<file path="src/rtl/gsdd_pkg.sv">
// ----------------------------------------------------------------------------
// gsdd_pkg
// Shared types and constants of the gyro swing direction detector.
// ----------------------------------------------------------------------------
package gsdd_pkg;

	localparam int SAMPLE_W = 16;
	localparam int CFG_IDX_W = 2;
	localparam int DIR_W = 3;
	localparam int IN_DATA_W = 2 * SAMPLE_W;
	localparam int OUT_DATA_W = 8;

	typedef logic signed [SAMPLE_W-1:0] sample_t;

	typedef enum logic [DIR_W-1:0] {
		DIR_NONE  = 3'd0,
		DIR_UP    = 3'd1,
		DIR_DOWN  = 3'd2,
		DIR_LEFT  = 3'd3,
		DIR_RIGHT = 3'd4
	} dir_t;

	typedef enum logic [CFG_IDX_W-1:0] {
		REG_UP_LIMIT    = 2'd0,
		REG_DOWN_LIMIT  = 2'd1,
		REG_LEFT_LIMIT  = 2'd2,
		REG_RIGHT_LIMIT = 2'd3
	} cfg_reg_t;

	localparam sample_t UP_LIMIT_RST    = 16'sd200;
	localparam sample_t DOWN_LIMIT_RST  = -16'sd250;
	localparam sample_t LEFT_LIMIT_RST  = 16'sd100;
	localparam sample_t RIGHT_LIMIT_RST = -16'sd120;

	// control of one detector: shift its window, and whether it seeks a peak
	typedef struct packed {
		logic shift;
		logic peak;
	} det_ctrl_t;

endpackage

</file>
<file path="src/rtl/gsdd_detector.sv">
// ----------------------------------------------------------------------------
// gsdd_detector
// Two-sample window and strict extremum test against a limit.
// ----------------------------------------------------------------------------
module gsdd_detector (
	input  logic               clk,
	input  logic               arst_n,
	input  gsdd_pkg::det_ctrl_t ctrl,
	input  gsdd_pkg::sample_t  sample,
	input  gsdd_pkg::sample_t  limit,
	output logic               fire
);
	import gsdd_pkg::*;

	sample_t newest_q;
	sample_t older_q;
	logic    is_max;
	logic    is_min;

	// middle sample is the newest stored one
	assign is_max = (newest_q > sample) && (newest_q > older_q);
	assign is_min = (newest_q < sample) && (newest_q < older_q);
	assign fire = ctrl.peak ? (is_max && (newest_q > limit))
	                        : (is_min && (newest_q < limit));

	always_ff @(posedge clk or negedge arst_n) begin
		if (!arst_n) begin
			newest_q <= '0;
			older_q  <= '0;
		end else if (ctrl.shift) begin
			older_q  <= newest_q;
			newest_q <= sample;
		end
	end

endmodule

</file>
<file path="src/rtl/gyro_swing_direction_detector_top.sv">
// ----------------------------------------------------------------------------
// gyro_swing_direction_detector_top
// Classifies gyro swings as up, down, left or right from rate peaks.
// ----------------------------------------------------------------------------
// Each input transaction is registered in stage s1 and, in the cycle it
// leaves s1, is evaluated by four window detectors (up and down on rate_x,
// left and right on rate_z) whose verdict is written into the output
// register. The result is presented on the output once the item moves from
// s1 into the output register, which a stalled output can hold back. One
// transaction is taken every cycle as long as the output side keeps up,
// since s1 hands its item on in the same cycle that it takes the next one;
// a stalled output holds s1, and s1 then holds the input.
// A gyro item (tuser high) updates the held direction, none included; any
// other item returns the held direction unchanged. Limits are written through
// the cfg channel, which is always ready, and should only be changed while
// the block is idle.
module gyro_swing_direction_detector_top (
	input  logic                            clk,
	input  logic                            arst_n,
	// configuration write channel
	input  logic                            cfg_valid,
	output logic                            cfg_ready,
	input  logic [gsdd_pkg::CFG_IDX_W-1:0]  cfg_index,
	input  logic [gsdd_pkg::SAMPLE_W-1:0]   cfg_data,
	// input stream
	input  logic                            s_tvalid,
	output logic                            s_tready,
	input  logic [gsdd_pkg::IN_DATA_W-1:0]  s_tdata,   // rate_x [15:0], rate_z [31:16]
	input  logic                            s_tuser,   // func
	// result stream
	output logic                            m_tvalid,
	input  logic                            m_tready,
	output logic [gsdd_pkg::OUT_DATA_W-1:0] m_tdata    // direction [2:0], zeros above
);
	import gsdd_pkg::*;

	// limit registers
	sample_t up_limit_q;
	sample_t down_limit_q;
	sample_t left_limit_q;
	sample_t right_limit_q;

	// input stage
	logic    valid_s1;
	logic    func_s1;
	sample_t rate_x_s1;
	sample_t rate_z_s1;

	// result register
	logic    out_valid_q;
	dir_t    held_q;

	logic      advance;
	logic      gyro_go;
	logic      fire_up, fire_down, fire_left, fire_right;
	det_ctrl_t ctrl_up, ctrl_down, ctrl_left, ctrl_right;
	dir_t      dir_found;

	// ---- configuration: always accept, drop nothing ----
	assign cfg_ready = 1'b1;

	always_ff @(posedge clk or negedge arst_n) begin
		if (!arst_n) begin
			up_limit_q    <= UP_LIMIT_RST;
			down_limit_q  <= DOWN_LIMIT_RST;
			left_limit_q  <= LEFT_LIMIT_RST;
			right_limit_q <= RIGHT_LIMIT_RST;
		end else if (cfg_valid) begin
			case (cfg_reg_t'(cfg_index))
				REG_UP_LIMIT:    up_limit_q    <= sample_t'(cfg_data);
				REG_DOWN_LIMIT:  down_limit_q  <= sample_t'(cfg_data);
				REG_LEFT_LIMIT:  left_limit_q  <= sample_t'(cfg_data);
				REG_RIGHT_LIMIT: right_limit_q <= sample_t'(cfg_data);
				default: ;
			endcase
		end
	end

	// ---- flow control ----
	// s1 moves on whenever the result register is free or being emptied
	assign advance  = valid_s1 && (!out_valid_q || m_tready);
	assign s_tready = !valid_s1 || advance;
	assign gyro_go  = advance && func_s1;

	always_ff @(posedge clk or negedge arst_n) begin
		if (!arst_n) begin
			valid_s1 <= 1'b0;
		end else if (s_tready) begin
			valid_s1 <= s_tvalid;
		end
	end

	// payload of s1 needs no reset
	always_ff @(posedge clk) begin
		if (s_tvalid && s_tready) begin
			func_s1   <= s_tuser;
			rate_x_s1 <= sample_t'(s_tdata[SAMPLE_W-1:0]);
			rate_z_s1 <= sample_t'(s_tdata[IN_DATA_W-1:SAMPLE_W]);
		end
	end

	// ---- detectors: a later one shifts only if none before it fired ----
	assign ctrl_up    = '{shift: gyro_go, peak: 1'b1};
	assign ctrl_down  = '{shift: gyro_go && !fire_up, peak: 1'b0};
	assign ctrl_left  = '{shift: gyro_go && !fire_up && !fire_down, peak: 1'b1};
	assign ctrl_right = '{shift: gyro_go && !fire_up && !fire_down && !fire_left,
	                      peak: 1'b0};

	gsdd_detector u_up (
		.clk(clk), .arst_n(arst_n), .ctrl(ctrl_up),
		.sample(rate_x_s1), .limit(up_limit_q), .fire(fire_up)
	);
	gsdd_detector u_down (
		.clk(clk), .arst_n(arst_n), .ctrl(ctrl_down),
		.sample(rate_x_s1), .limit(down_limit_q), .fire(fire_down)
	);
	gsdd_detector u_left (
		.clk(clk), .arst_n(arst_n), .ctrl(ctrl_left),
		.sample(rate_z_s1), .limit(left_limit_q), .fire(fire_left)
	);
	gsdd_detector u_right (
		.clk(clk), .arst_n(arst_n), .ctrl(ctrl_right),
		.sample(rate_z_s1), .limit(right_limit_q), .fire(fire_right)
	);

	// priority: up, down, left, right
	always_comb begin
		if (fire_up)
			dir_found = DIR_UP;
		else if (fire_down)
			dir_found = DIR_DOWN;
		else if (fire_left)
			dir_found = DIR_LEFT;
		else if (fire_right)
			dir_found = DIR_RIGHT;
		else
			dir_found = DIR_NONE;
	end

	// ---- result register; the held direction doubles as the output ----
	always_ff @(posedge clk or negedge arst_n) begin
		if (!arst_n) begin
			out_valid_q <= 1'b0;
			held_q      <= DIR_NONE;
		end else begin
			if (advance)
				out_valid_q <= 1'b1;
			else if (m_tready)
				out_valid_q <= 1'b0;
			if (gyro_go)
				held_q <= dir_found;
		end
	end

	assign m_tvalid = out_valid_q;
	assign m_tdata  = {{(OUT_DATA_W-DIR_W){1'b0}}, held_q};

	// ---- assertions ----
	// a stalled result keeps its direction
	a_hold_stalled: assert property (@(posedge clk) disable iff (!arst_n)
		m_tvalid && !m_tready |=> $stable(m_tdata))
		else $error("result changed while stalled");

	// a non-gyro item leaves the held direction alone
	a_non_gyro: assert property (@(posedge clk) disable iff (!arst_n)
		advance && !func_s1 |=> $stable(held_q))
		else $error("held direction moved on a non-gyro item");

	// an item in s1 is never lost under back-pressure
	a_s1_kept: assert property (@(posedge clk) disable iff (!arst_n)
		valid_s1 && out_valid_q && !m_tready |=> valid_s1 && $stable(rate_x_s1))
		else $error("input stage dropped a stalled item");

	// a presented direction code is always one of the five defined ones
	a_dir_range: assert property (@(posedge clk) disable iff (!arst_n)
		m_tvalid |-> m_tdata <= OUT_DATA_W'(DIR_RIGHT))
		else $error("direction code out of range");

endmodule
</file>
<file path="config.mk">
export PLATFORM = sky130hd
export DESIGN_NAME = gyro_swing_direction_detector_top
export DESIGN_NICKNAME = d
export VERILOG_FILES = /design/src/rtl/gsdd_pkg.sv /design/src/rtl/gsdd_detector.sv /design/src/rtl/gyro_swing_direction_detector_top.sv
export SDC_FILE = /design/constraint.sdc
export NUM_CORES = 1
export LEC_CHECK = 0
export BUFFER_PORTS_ARGS = -buffer_cell sky130_fd_sc_hd__buf_2
export CAP_MARGIN = 20
export CORE_MARGIN = 2
export CORE_UTILIZATION = 35
export CTS_CLUSTER_DIAMETER = 40
export DETAILED_ROUTE_END_ITERATION = 6
export SLEW_MARGIN = 20
export SYNTH_ARGS = -nofsm -noshare
export SYNTH_HDL_FRONTEND = slang
export SYNTH_SLANG_ARGS = --single-unit
</file>
<file path="constraint.sdc">
create_clock -name clk -period 3.24 [get_ports clk]
set_input_delay 0.648 -clock clk [delete_from_list [all_inputs] [get_ports clk]]
set_output_delay 0.648 -clock clk [all_outputs]
set_load 0.01 [all_outputs]
</file>
==> parameters.txt, run 1 <==
Parameter                              Value

Setup path
  CP max FO    8
  Slowest Stage Delay on Critical Path    0.54 ns
  Data required time of the critical path    3.65 ns
  Setup slack, reg-to-reg    0.09 ns
  Slowest cell on the critical path    sky130_fd_sc_hd__dfstp_2
  CP Cell Sequence    inv_2, ha_4, and4_4, a21oi_2, a31o_1, o211ai_1, a222oi_1, buf_4, a211oi_4, nand2b_4, clkbuf_16, buf_6, o41ai_2
  Nature of the critical path endpoint    register
  Count of cells along the worst register-to-register path    13
  Destination of the worst register-to-register timing path    held_q[2]$_DFFE_PN0P_
  Startpoint type of the worst setup path    register
  Startpoint of the worst-slack reg-to-reg timing path    down_limit_q[12]$_DFFE_PN1P_
  Arrival time at the worst endpoint    3.56 ns
  Worst Path Class, Setup    reg -> reg

Yosys
  Count of unique library cells instantiated by Yosys    56
  Post-synthesis async set-or-reset flop share    85.65%
  Top cell type by total area after synthesis    sky130_fd_sc_hd__dfrtp_1
  Dominant register cell in the synthesized netlist    sky130_fd_sc_hd__dfrtp_1
  Most used standard cells in the synthesized netlist    186 x sky130_fd_sc_hd__ha_1, 171 x sky130_fd_sc_hd__dfrtp_1, 165 x sky130_fd_sc_hd__inv_1
  Most instantiated library cell after synthesis    sky130_fd_sc_hd__ha_1
  Register bit count reported by yosys    230
  Cells taking the most area after synthesis    sky130_fd_sc_hd__dfrtp_1 33%, sky130_fd_sc_hd__ha_1 18%, sky130_fd_sc_hd__edfxtp_1 7.7%
  Post-Synthesis Mean Instance Area    10.91 sq um
  Sequential area share after synthesis    46.16%
  Post-synth EDFFs    33
  Post-synthesis cell area    0.01290 sq mm
  Synth warnings    0
  Syn Inst Count    1182
  Share of the synthesized area in the top cell type    33.18%

Clock tree
  Post-CTS Hold Fix Bufs    0
  Longest Clk Path Bufs    3
  Clock sink count    230
  Clock edge transition at the registers on the reported setup and hold paths    0.05 ns
  Clk_lat worst skew    0.51 ns
  Number of clock buffers inserted by TritonCTS    35
  H-tree levels    2
  Clock root cell    sky130_fd_sc_hd__clkbuf_16
  CTS tree    done

Power
  Power consumption    13.76 mW
  Pwr Density    878.6 mW/mm^2
  Peak supply drop    0.0004570 V
  Lkg Pwr    7.470 nW

Global route
  Wire length of the first global-routing pass    49810 microns
  Gr usage total    16.21%
  Total global routing overflow    0
  Initial antenna violation count    0
  Largest net degree at the start of global routing    76
  Number of global-route vias before repair    9502

Floorplanning
  Core box area    0.03643 sq mm
  Num rows    70
  Total die area    0.03840 sq mm
  Die extent in x    196.0 microns
  Vert. Die Dim    196.0 microns
  Initial core utilization    35.39%
  Top-level port count    67

STA
  Largest clock skew in the final design    0.02543 ns
  RSZ-0062 raised after global routing    true
  Final period util    97.20%
  Worst relative slew slack    38.70%
  Total count of max-transition violations in the final report    0
  Sum Neg Setup Slack    0 ns
  Count of final hold-check violations    0
  Min Hold Slack    0.1566 ns
  Achievable frequency    317.5 MHz
  Minimum clock period    3.149 ns
  Transition time at the pin with the least slew margin    0.9167 ns
  Final setup violation count    0

Flow run
  Maximum Capacitance Violations    0

Detailed routing
  Count of antenna-violating nets left after detailed routing    0
  Number of design rule violations left after detail routing    0
  Detailed Routing Iterations Pass 1    5
  DRT iter0 DRCs    406
  Per-cell routed wire length    16.93 microns
  Mean number of vias per cell    4.969
  Total number of vias    8940
  Wirelength, routed    30450 microns

Layout
  Count of filler cells inserted in the layout    3450
  Nets@finish    1548
  ANT cells    0
  Fraction of layout instances using a drive strength above 1    26.82%
  Area growth syn-to-layout    21.49%
  Post-route cell area    0.01567 sq mm

Run status
  Run status    complete, no violations

Placement
  Routability cong.    0.8503
  Port-buffer cells    60
  Placed wire-length estimate    21800 microns
  Post-place instance area    0.01404 sq mm

Worst hold path
  Class of the tightest hold or removal check    in -> async
-- sequential cells by signal, summed over array words and instances, names as in the netlist, 3 cells and up --
register / cells
u_up.newest_q: 16
u_down.older_q: 16
u_up.older_q: 16
held_q: 3
u_down.newest_q: 16
u_right.older_q: 16
down_limit_q: 16
u_right.newest_q: 16
rate_z_s1: 16
up_limit_q: 16
left_limit_q: 16
u_left.newest_q: 16
right_limit_q: 16
u_left.older_q: 16
rate_x_s1: 16
-- routing by layer --
| metal | vias to the layer above | GRT usage (%) | part of all wire (%) |
|---|---|---|---|
| li1 | 4430 | - | - |
| met1 | 4325 | 21.86 | 48 |
| met2 | 138 | 26.80 | 46 |
| met3 | 47 | 2.304 | 2.8 |
| met4 | 0 | 5.556 | 2.6 |
| met5 | - | 0 | 0 |
-- worst max-delay path by stage --
| stage | to | from | slack (ns) |
|---|---|---|---|
| finish | held_q[2]$_DFFE_PN0P_ | down_limit_q[12]$_DFFE_PN1P_ | 0.09 |
| global route | u_right.older_q[1]$_DFFE_PN0P_ | u_up.newest_q[9]$_DFFE_PN0P_ | -0.04 |
| CTS | u_right.older_q[1]$_DFFE_PN0P_ | down_limit_q[12]$_DFFE_PN1P_ | -0.13 |
| detailed placement | u_right.older_q[15]$_DFFE_PN0P_ | down_limit_q[15]$_DFFE_PN1P_ | -0.28 |
| global placement | u_right.older_q[15]$_DFFE_PN0P_ | down_limit_q[15]$_DFFE_PN1P_ | -0.23 |
| floorplan | u_right.older_q[10]$_DFFE_PN0P_ | down_limit_q[13]$_DFFE_PN1P_ | 0.32 |
-- layout make-up --
cell class | count | area [sq um] | area share [%]
clock buffers | 43 | 935.9 | 5.973
well taps | 468 | 585.6 | 3.737
repair buffers | 116 | 858.3 | 5.478
multi-input cells | 758 | 6568 | 41.92
clock inverters | 19 | 146.4 | 0.9344
inverters | 165 | 619.3 | 3.953
flip-flops and latches | 230 | 5954 | 38.01
-- timing repair --
item	CTS	global route
resized for setup	44	35
buffers inserted	4	5
endpoints found under the setup margin	62	83
cloned	2	2
pin swaps	4	13
-- stage by stage --
step                setup WS, ns  utilization [%]  instances
detailed placement       -0.2809            38.54       1726
finish                   0.09069            43.00       1799
global placement         -0.2257            38.54       1726
floorplan                 0.3214                -       1186
CTS                      -0.1334            42.32       1794
global route            -0.04302            43.00       1799
-- cells by family (layout without fill, tap and decap cells) --
family	Yosys count	count (layout)	share of synthesized area [%]
other cells	2	6	0.05823
simple gates	218	218	8.383
flops	230	230	46.16
mux	117	117	10.20
buf+inv	198	343	6.180
compound gates	231	231	10.97
fa+ha+maj	186	186	18.05
-- report_power, final --
group	leakage (nW)	switching [mW]	total, mW	internal, mW
logic	4.27	2.72	5.53	2.80
clock network	0.533	1.40	3.49	2.09
registers	2.67	0.887	4.75	3.86
-- worst max-delay path, delay by kind of cell (launching register included) --
kind / cells / cell delay [ns]
adder cells (fa/ha/maj): 1 / 0.26
flip-flops: 1 / 0.54
AND/OR/NAND/NOR: 2 / 0.42
buffers and inverters: 4 / 0.57
AO/OA/AOI/OAI: 6 / 1.25
-- layout by cell type, fill, tap and decap left out, types with 5 or more instances in the layout --
master / synthesis / routed
sky130_fd_sc_hd__conb_1: 2 / 6
sky130_fd_sc_hd__buf_4: 7 / 47
sky130_fd_sc_hd__clkinv_2: 0 / 6
sky130_fd_sc_hd__clkbuf_16: 0 / 37
sky130_fd_sc_hd__mux2_2: 86 / 83
sky130_fd_sc_hd__nand2_1: 102 / 102
sky130_fd_sc_hd__a21oi_1: 47 / 42
sky130_fd_sc_hd__inv_1: 165 / 157
sky130_fd_sc_hd__and4_1: 8 / 5
sky130_fd_sc_hd__a211o_1: 5 / 5
sky130_fd_sc_hd__a21o_1: 18 / 18
sky130_fd_sc_hd__nor2b_1: 10 / 10
sky130_fd_sc_hd__nor2_1: 17 / 17
sky130_fd_sc_hd__dfstp_2: 26 / 26
sky130_fd_sc_hd__edfxtp_1: 33 / 33
sky130_fd_sc_hd__dfrtp_1: 171 / 170
sky130_fd_sc_hd__o211ai_1: 13 / 13
sky130_fd_sc_hd__o21ai_0: 102 / 102
sky130_fd_sc_hd__mux2_4: 0 / 32
sky130_fd_sc_hd__nand4_1: 25 / 25
sky130_fd_sc_hd__and3_1: 6 / 6
sky130_fd_sc_hd__inv_2: 0 / 8
sky130_fd_sc_hd__a211oi_1: 12 / 12
sky130_fd_sc_hd__nand3_1: 12 / 12
sky130_fd_sc_hd__nand2b_1: 14 / 13
sky130_fd_sc_hd__ha_4: 0 / 13
sky130_fd_sc_hd__clkbuf_1: 19 / 5
sky130_fd_sc_hd__ha_1: 186 / 173
sky130_fd_sc_hd__buf_2: 4 / 59
No activity file was read; power rests on OpenSTA's default activity.
==> run 2: changes to the inputs <==
--- a/config.mk
+++ b/config.mk
@@ -11,6 +11,7 @@
 export CORE_UTILIZATION = 35
 export CTS_CLUSTER_DIAMETER = 40
 export DETAILED_ROUTE_END_ITERATION = 6
+export PLACE_DENSITY = 0.57
 export SLEW_MARGIN = 20
 export SYNTH_ARGS = -nofsm -noshare
 export SYNTH_HDL_FRONTEND = slang
==> run 2 against run 1 <==
Against the previous run: count of clock-buffer cells in the layout up 3; first-iteration DRC count is 19% higher; clock power is 17% higher; fmax shrank 1.9%; critical path depth shrank 1; setup slack got worse by 0.059 ns; wire length up 0.53%; largest cell class unchanged.
==> parameters.txt, run 2 (synthesis gave the netlist of run 1 again) <==
Parameter                              Value

Run status
  Run status    complete, no violations (unchanged)

Setup path
  CP bufs+invs    3 (was 4)
  Startpoint type of the worst setup path    register (unchanged)
  CP max FO    8 (unchanged)
  Data required time of the critical path    3.63 ns (was 3.65 ns)
  Arrival time at the worst endpoint    3.60 ns (was 3.56 ns)
  Launching element of the worst setup path    down_limit_q[11]$_DFFE_PN1P_ (was down_limit_q[12]$_DFFE_PN1P_)
  CP Cell Sequence    inv_1, ha_4, and4_4, a21oi_2, a31o_1, or3_1, a222oi_1, buf_4, a211oi_4, nand2b_4, clkbuf_16, mux2_4 (was inv_2, ha_4, and4_4, a21oi_2, a31o_1, o211ai_1, a222oi_1, buf_4, a211oi_4, nand2b_4, clkbuf_16, buf_6, o41ai_2)
  Nature of the critical path endpoint    register (unchanged)
  Worst Path Class, Setup    reg -> reg (unchanged)
  Slowest cell on the critical path    sky130_fd_sc_hd__dfstp_2 (unchanged)
  Startpoint of the worst-slack reg-to-reg timing path    down_limit_q[11]$_DFFE_PN1P_ (was down_limit_q[12]$_DFFE_PN1P_)
  Slowest Stage Delay on Critical Path    0.52 ns (was 0.54 ns)
  Family with the most delay on the worst path    simple AND/OR/NAND/NOR gates (was compound AO/OA/AOI/OAI gates)

Layout
  Register area    0.005953 sq mm (was 0.005954 sq mm)
  Area growth syn-to-layout    21.66% (was 21.49%)
  Commonest non-fill, non-tap cell in the layout    sky130_fd_sc_hd__ha_1 (unchanged)
  Nets@finish    1543 (was 1548)
  Fraction of layout instances using a drive strength above 1    24.98% (was 26.82%)
  ANT cells    0 (unchanged)
  Count of filler cells inserted in the layout    3441 (was 3450)
  Most used cells in the layout excluding fill and tap cells    179 x sky130_fd_sc_hd__ha_1, 171 x sky130_fd_sc_hd__dfrtp_1, 158 x sky130_fd_sc_hd__inv_1, 102 x sky130_fd_sc_hd__o21ai_0, 102 x sky130_fd_sc_hd__nand2_1 (was 173 x sky130_fd_sc_hd__ha_1, 170 x sky130_fd_sc_hd__dfrtp_1, 157 x sky130_fd_sc_hd__inv_1, 102 x sky130_fd_sc_hd__o21ai_0, 102 x sky130_fd_sc_hd__nand2_1)
  Area of the multi-input gates    0.006429 sq mm (was 0.006568 sq mm)

Placement
  Post-Place Setup Slack    -0.1495 ns (was -0.2809 ns)
  Routability cong.    0.8485 (was 0.8503)
  Placed wire-length estimate    21990 microns (was 21800 microns)
  Port-buffer cells    60 (unchanged)

Floorplanning
  Vert. Die Dim    196.0 microns (unchanged)
  Core box area    0.03643 sq mm (unchanged)
  Top-level port count    67 (unchanged)
  Die extent in x    196.0 microns (unchanged)
  Num rows    70 (unchanged)
  Total die area    0.03840 sq mm (unchanged)
  Initial core utilization    35.39% (unchanged)

Power
  Peak supply drop    0.0003700 V (was 0.0004570 V)
  Combinational Power Share    37.4% (was 40.1%)
  Lkg Pwr    7.502 nW (was 7.470 nW)
  Switching Share    35.19% (was 36.39%)
  Switching power    4.946 mW (was 5.009 mW)
  Pwr Density    896.0 mW/mm^2 (was 878.6 mW/mm^2)
  Power consumption    14.06 mW (was 13.76 mW)
  Power share of the sequential group    33.4% (was 34.5%)
  Clock power frac    29.2% (was 25.4%)
  Cell-internal power    9.111 mW (was 8.756 mW)

Detailed routing
  Wirelength, routed    30610 microns (was 30450 microns)
  Number of design rule violations left after detail routing    0 (unchanged)
  Count of antenna-violating nets left after detailed routing    0 (unchanged)
  Detailed Routing Iterations Pass 1    7 (was 5)
  Per-cell routed wire length    17.04 microns (was 16.93 microns)
  DRT iter0 DRCs    485 (was 406)
  Total number of vias    8892 (was 8940)
  Mean number of vias per cell    4.948 (was 4.969)

Global route
  Number of global-route vias before repair    8857 (was 9502)
  Gr usage total    16.03% (was 16.21%)
  Initial antenna violation count    0 (unchanged)
  Wire length of the first global-routing pass    48360 microns (was 49810 microns)
  Largest net degree at the start of global routing    74 (was 76)
  Total global routing overflow    0 (unchanged)

STA
  Largest clock skew in the final design    0.02550 ns (was 0.02543 ns)
  Sum Neg Setup Slack    0 ns (unchanged)
  Achievable frequency    311.7 MHz (was 317.5 MHz)
  Transition time at the pin with the least slew margin    0.8731 ns (was 0.9167 ns)
  Final period util    99.03% (was 97.20%)
  Total count of max-transition violations in the final report    0 (unchanged)
  Minimum clock period    3.209 ns (was 3.149 ns)
  Final setup violation count    0 (unchanged)
  Worst relative slew slack    41.63% (was 38.70%)
  Min Hold Slack    0.1346 ns (was 0.1566 ns)
  RSZ-0062 raised after global routing    true (unchanged)
  Count of final hold-check violations    0 (unchanged)
  Final setup slack of the worst path    0.03128 ns (was 0.09069 ns)

Clock tree
  Clock root cell    sky130_fd_sc_hd__clkbuf_16 (unchanged)
  Clk_lat worst skew    0.53 ns (was 0.51 ns)
  CTS tree    done (unchanged)
  Longest Clk Path Bufs    3 (unchanged)
  Number of clock buffers inserted by TritonCTS    37 (was 35)
  Post-CTS Hold Fix Bufs    0 (unchanged)
  H-tree levels    2 (unchanged)
  Clock edge transition at the registers on the reported setup and hold paths    0.05 ns (about the same)
  Clock sink count    230 (unchanged)

Worst hold path
  Class of the tightest hold or removal check    in -> async (unchanged)

Flow run
  Maximum Capacitance Violations    0 (unchanged)
run 2: cell count changes in the layout (fill, tap and decap cells not counted), moves of 3 or more:
cell and delta:
sky130_fd_sc_hd__buf_4 -8, sky130_fd_sc_hd__bufinv_16 +5, sky130_fd_sc_hd__clkbuf_16 +5, sky130_fd_sc_hd__clkinv_2 -4
sky130_fd_sc_hd__ha_1 +6, sky130_fd_sc_hd__ha_4 -6, sky130_fd_sc_hd__mux2_1 +6, sky130_fd_sc_hd__mux2_4 -6
sky130_fd_sc_hd__nor4_2 -3
run 2: per-layer routing:
layer / vias up / GRT usage [%] / part of all wire [%]
li1: 4433 / - / -
met2: 119 / 25.48 / 46
met4: 0 / 4.405 / 1.8
met1: 4302 / 22.62 / 50
met3: 38 / 2.682 / 3.2
met5: - / 0 / 0
run 2: stage by stage:
step	utilization, %	instances	instance area (sq um)
after global routing	43.06	1797	15690
after detailed placement	38.40	1720	13990
after floorplan	-	1186	12910
after global placement	38.32	1719	13960
final	43.06	1797	15690
after CTS	41.96	1787	15290
run 2: path summary, 6_finish.rpt:
kind / to / depth (start not counted) / slack, ns
setup / recovery: u_right.older_q[0]$_DFFE_PN0P_ / 12 / 0.03
hold / removal: u_down.older_q[8]$_DFFE_PN0N_ / 1 / 0.13
setup reg to reg: u_right.older_q[0]$_DFFE_PN0P_ / 12 / 0.03
hold reg to reg: u_right.older_q[12]$_DFFE_PN0P_ / 1 / 0.49
max in group asynchronous: right_limit_q[3]$_DFFE_PN1P_ / 2 / 2.12
min in group clk: rate_x_s1[0]$_DFFE_PP_ / 1 / 0.29
run 2: repair_timing:
action | CTS | global route
gates cloned | 0 | 5
pin swaps | 1 | 14
gates resized for setup | 4 | 55
setup buffers | 0 | 6
setup endpoints to repair | 66 | 72
run 2: cell type report:
type	instances	share of cell area (%)
repair buffers	109	5.231
flip-flops and latches	230	37.94
well taps	468	3.732
clock buffers	46	6.380
multi-input cells	758	40.97
inverters	165	3.947
clock inverters	21	1.794
run 2: power by group through the flow:
| stage | Clock (mW) | Sequential (mW) | Combinational [mW] |
|---|---|---|---|
| finish | 4.10 | 4.69 | 5.26 |
| global route | 4.33 | 4.83 | 6.03 |
| CTS | 4.19 | 4.67 | 4.81 |
| detailed placement | 0 | 4.71 | 4.73 |
| global placement | 0 | 4.69 | 4.56 |
| floorplan | 0 | 4.39 | 3.49 |
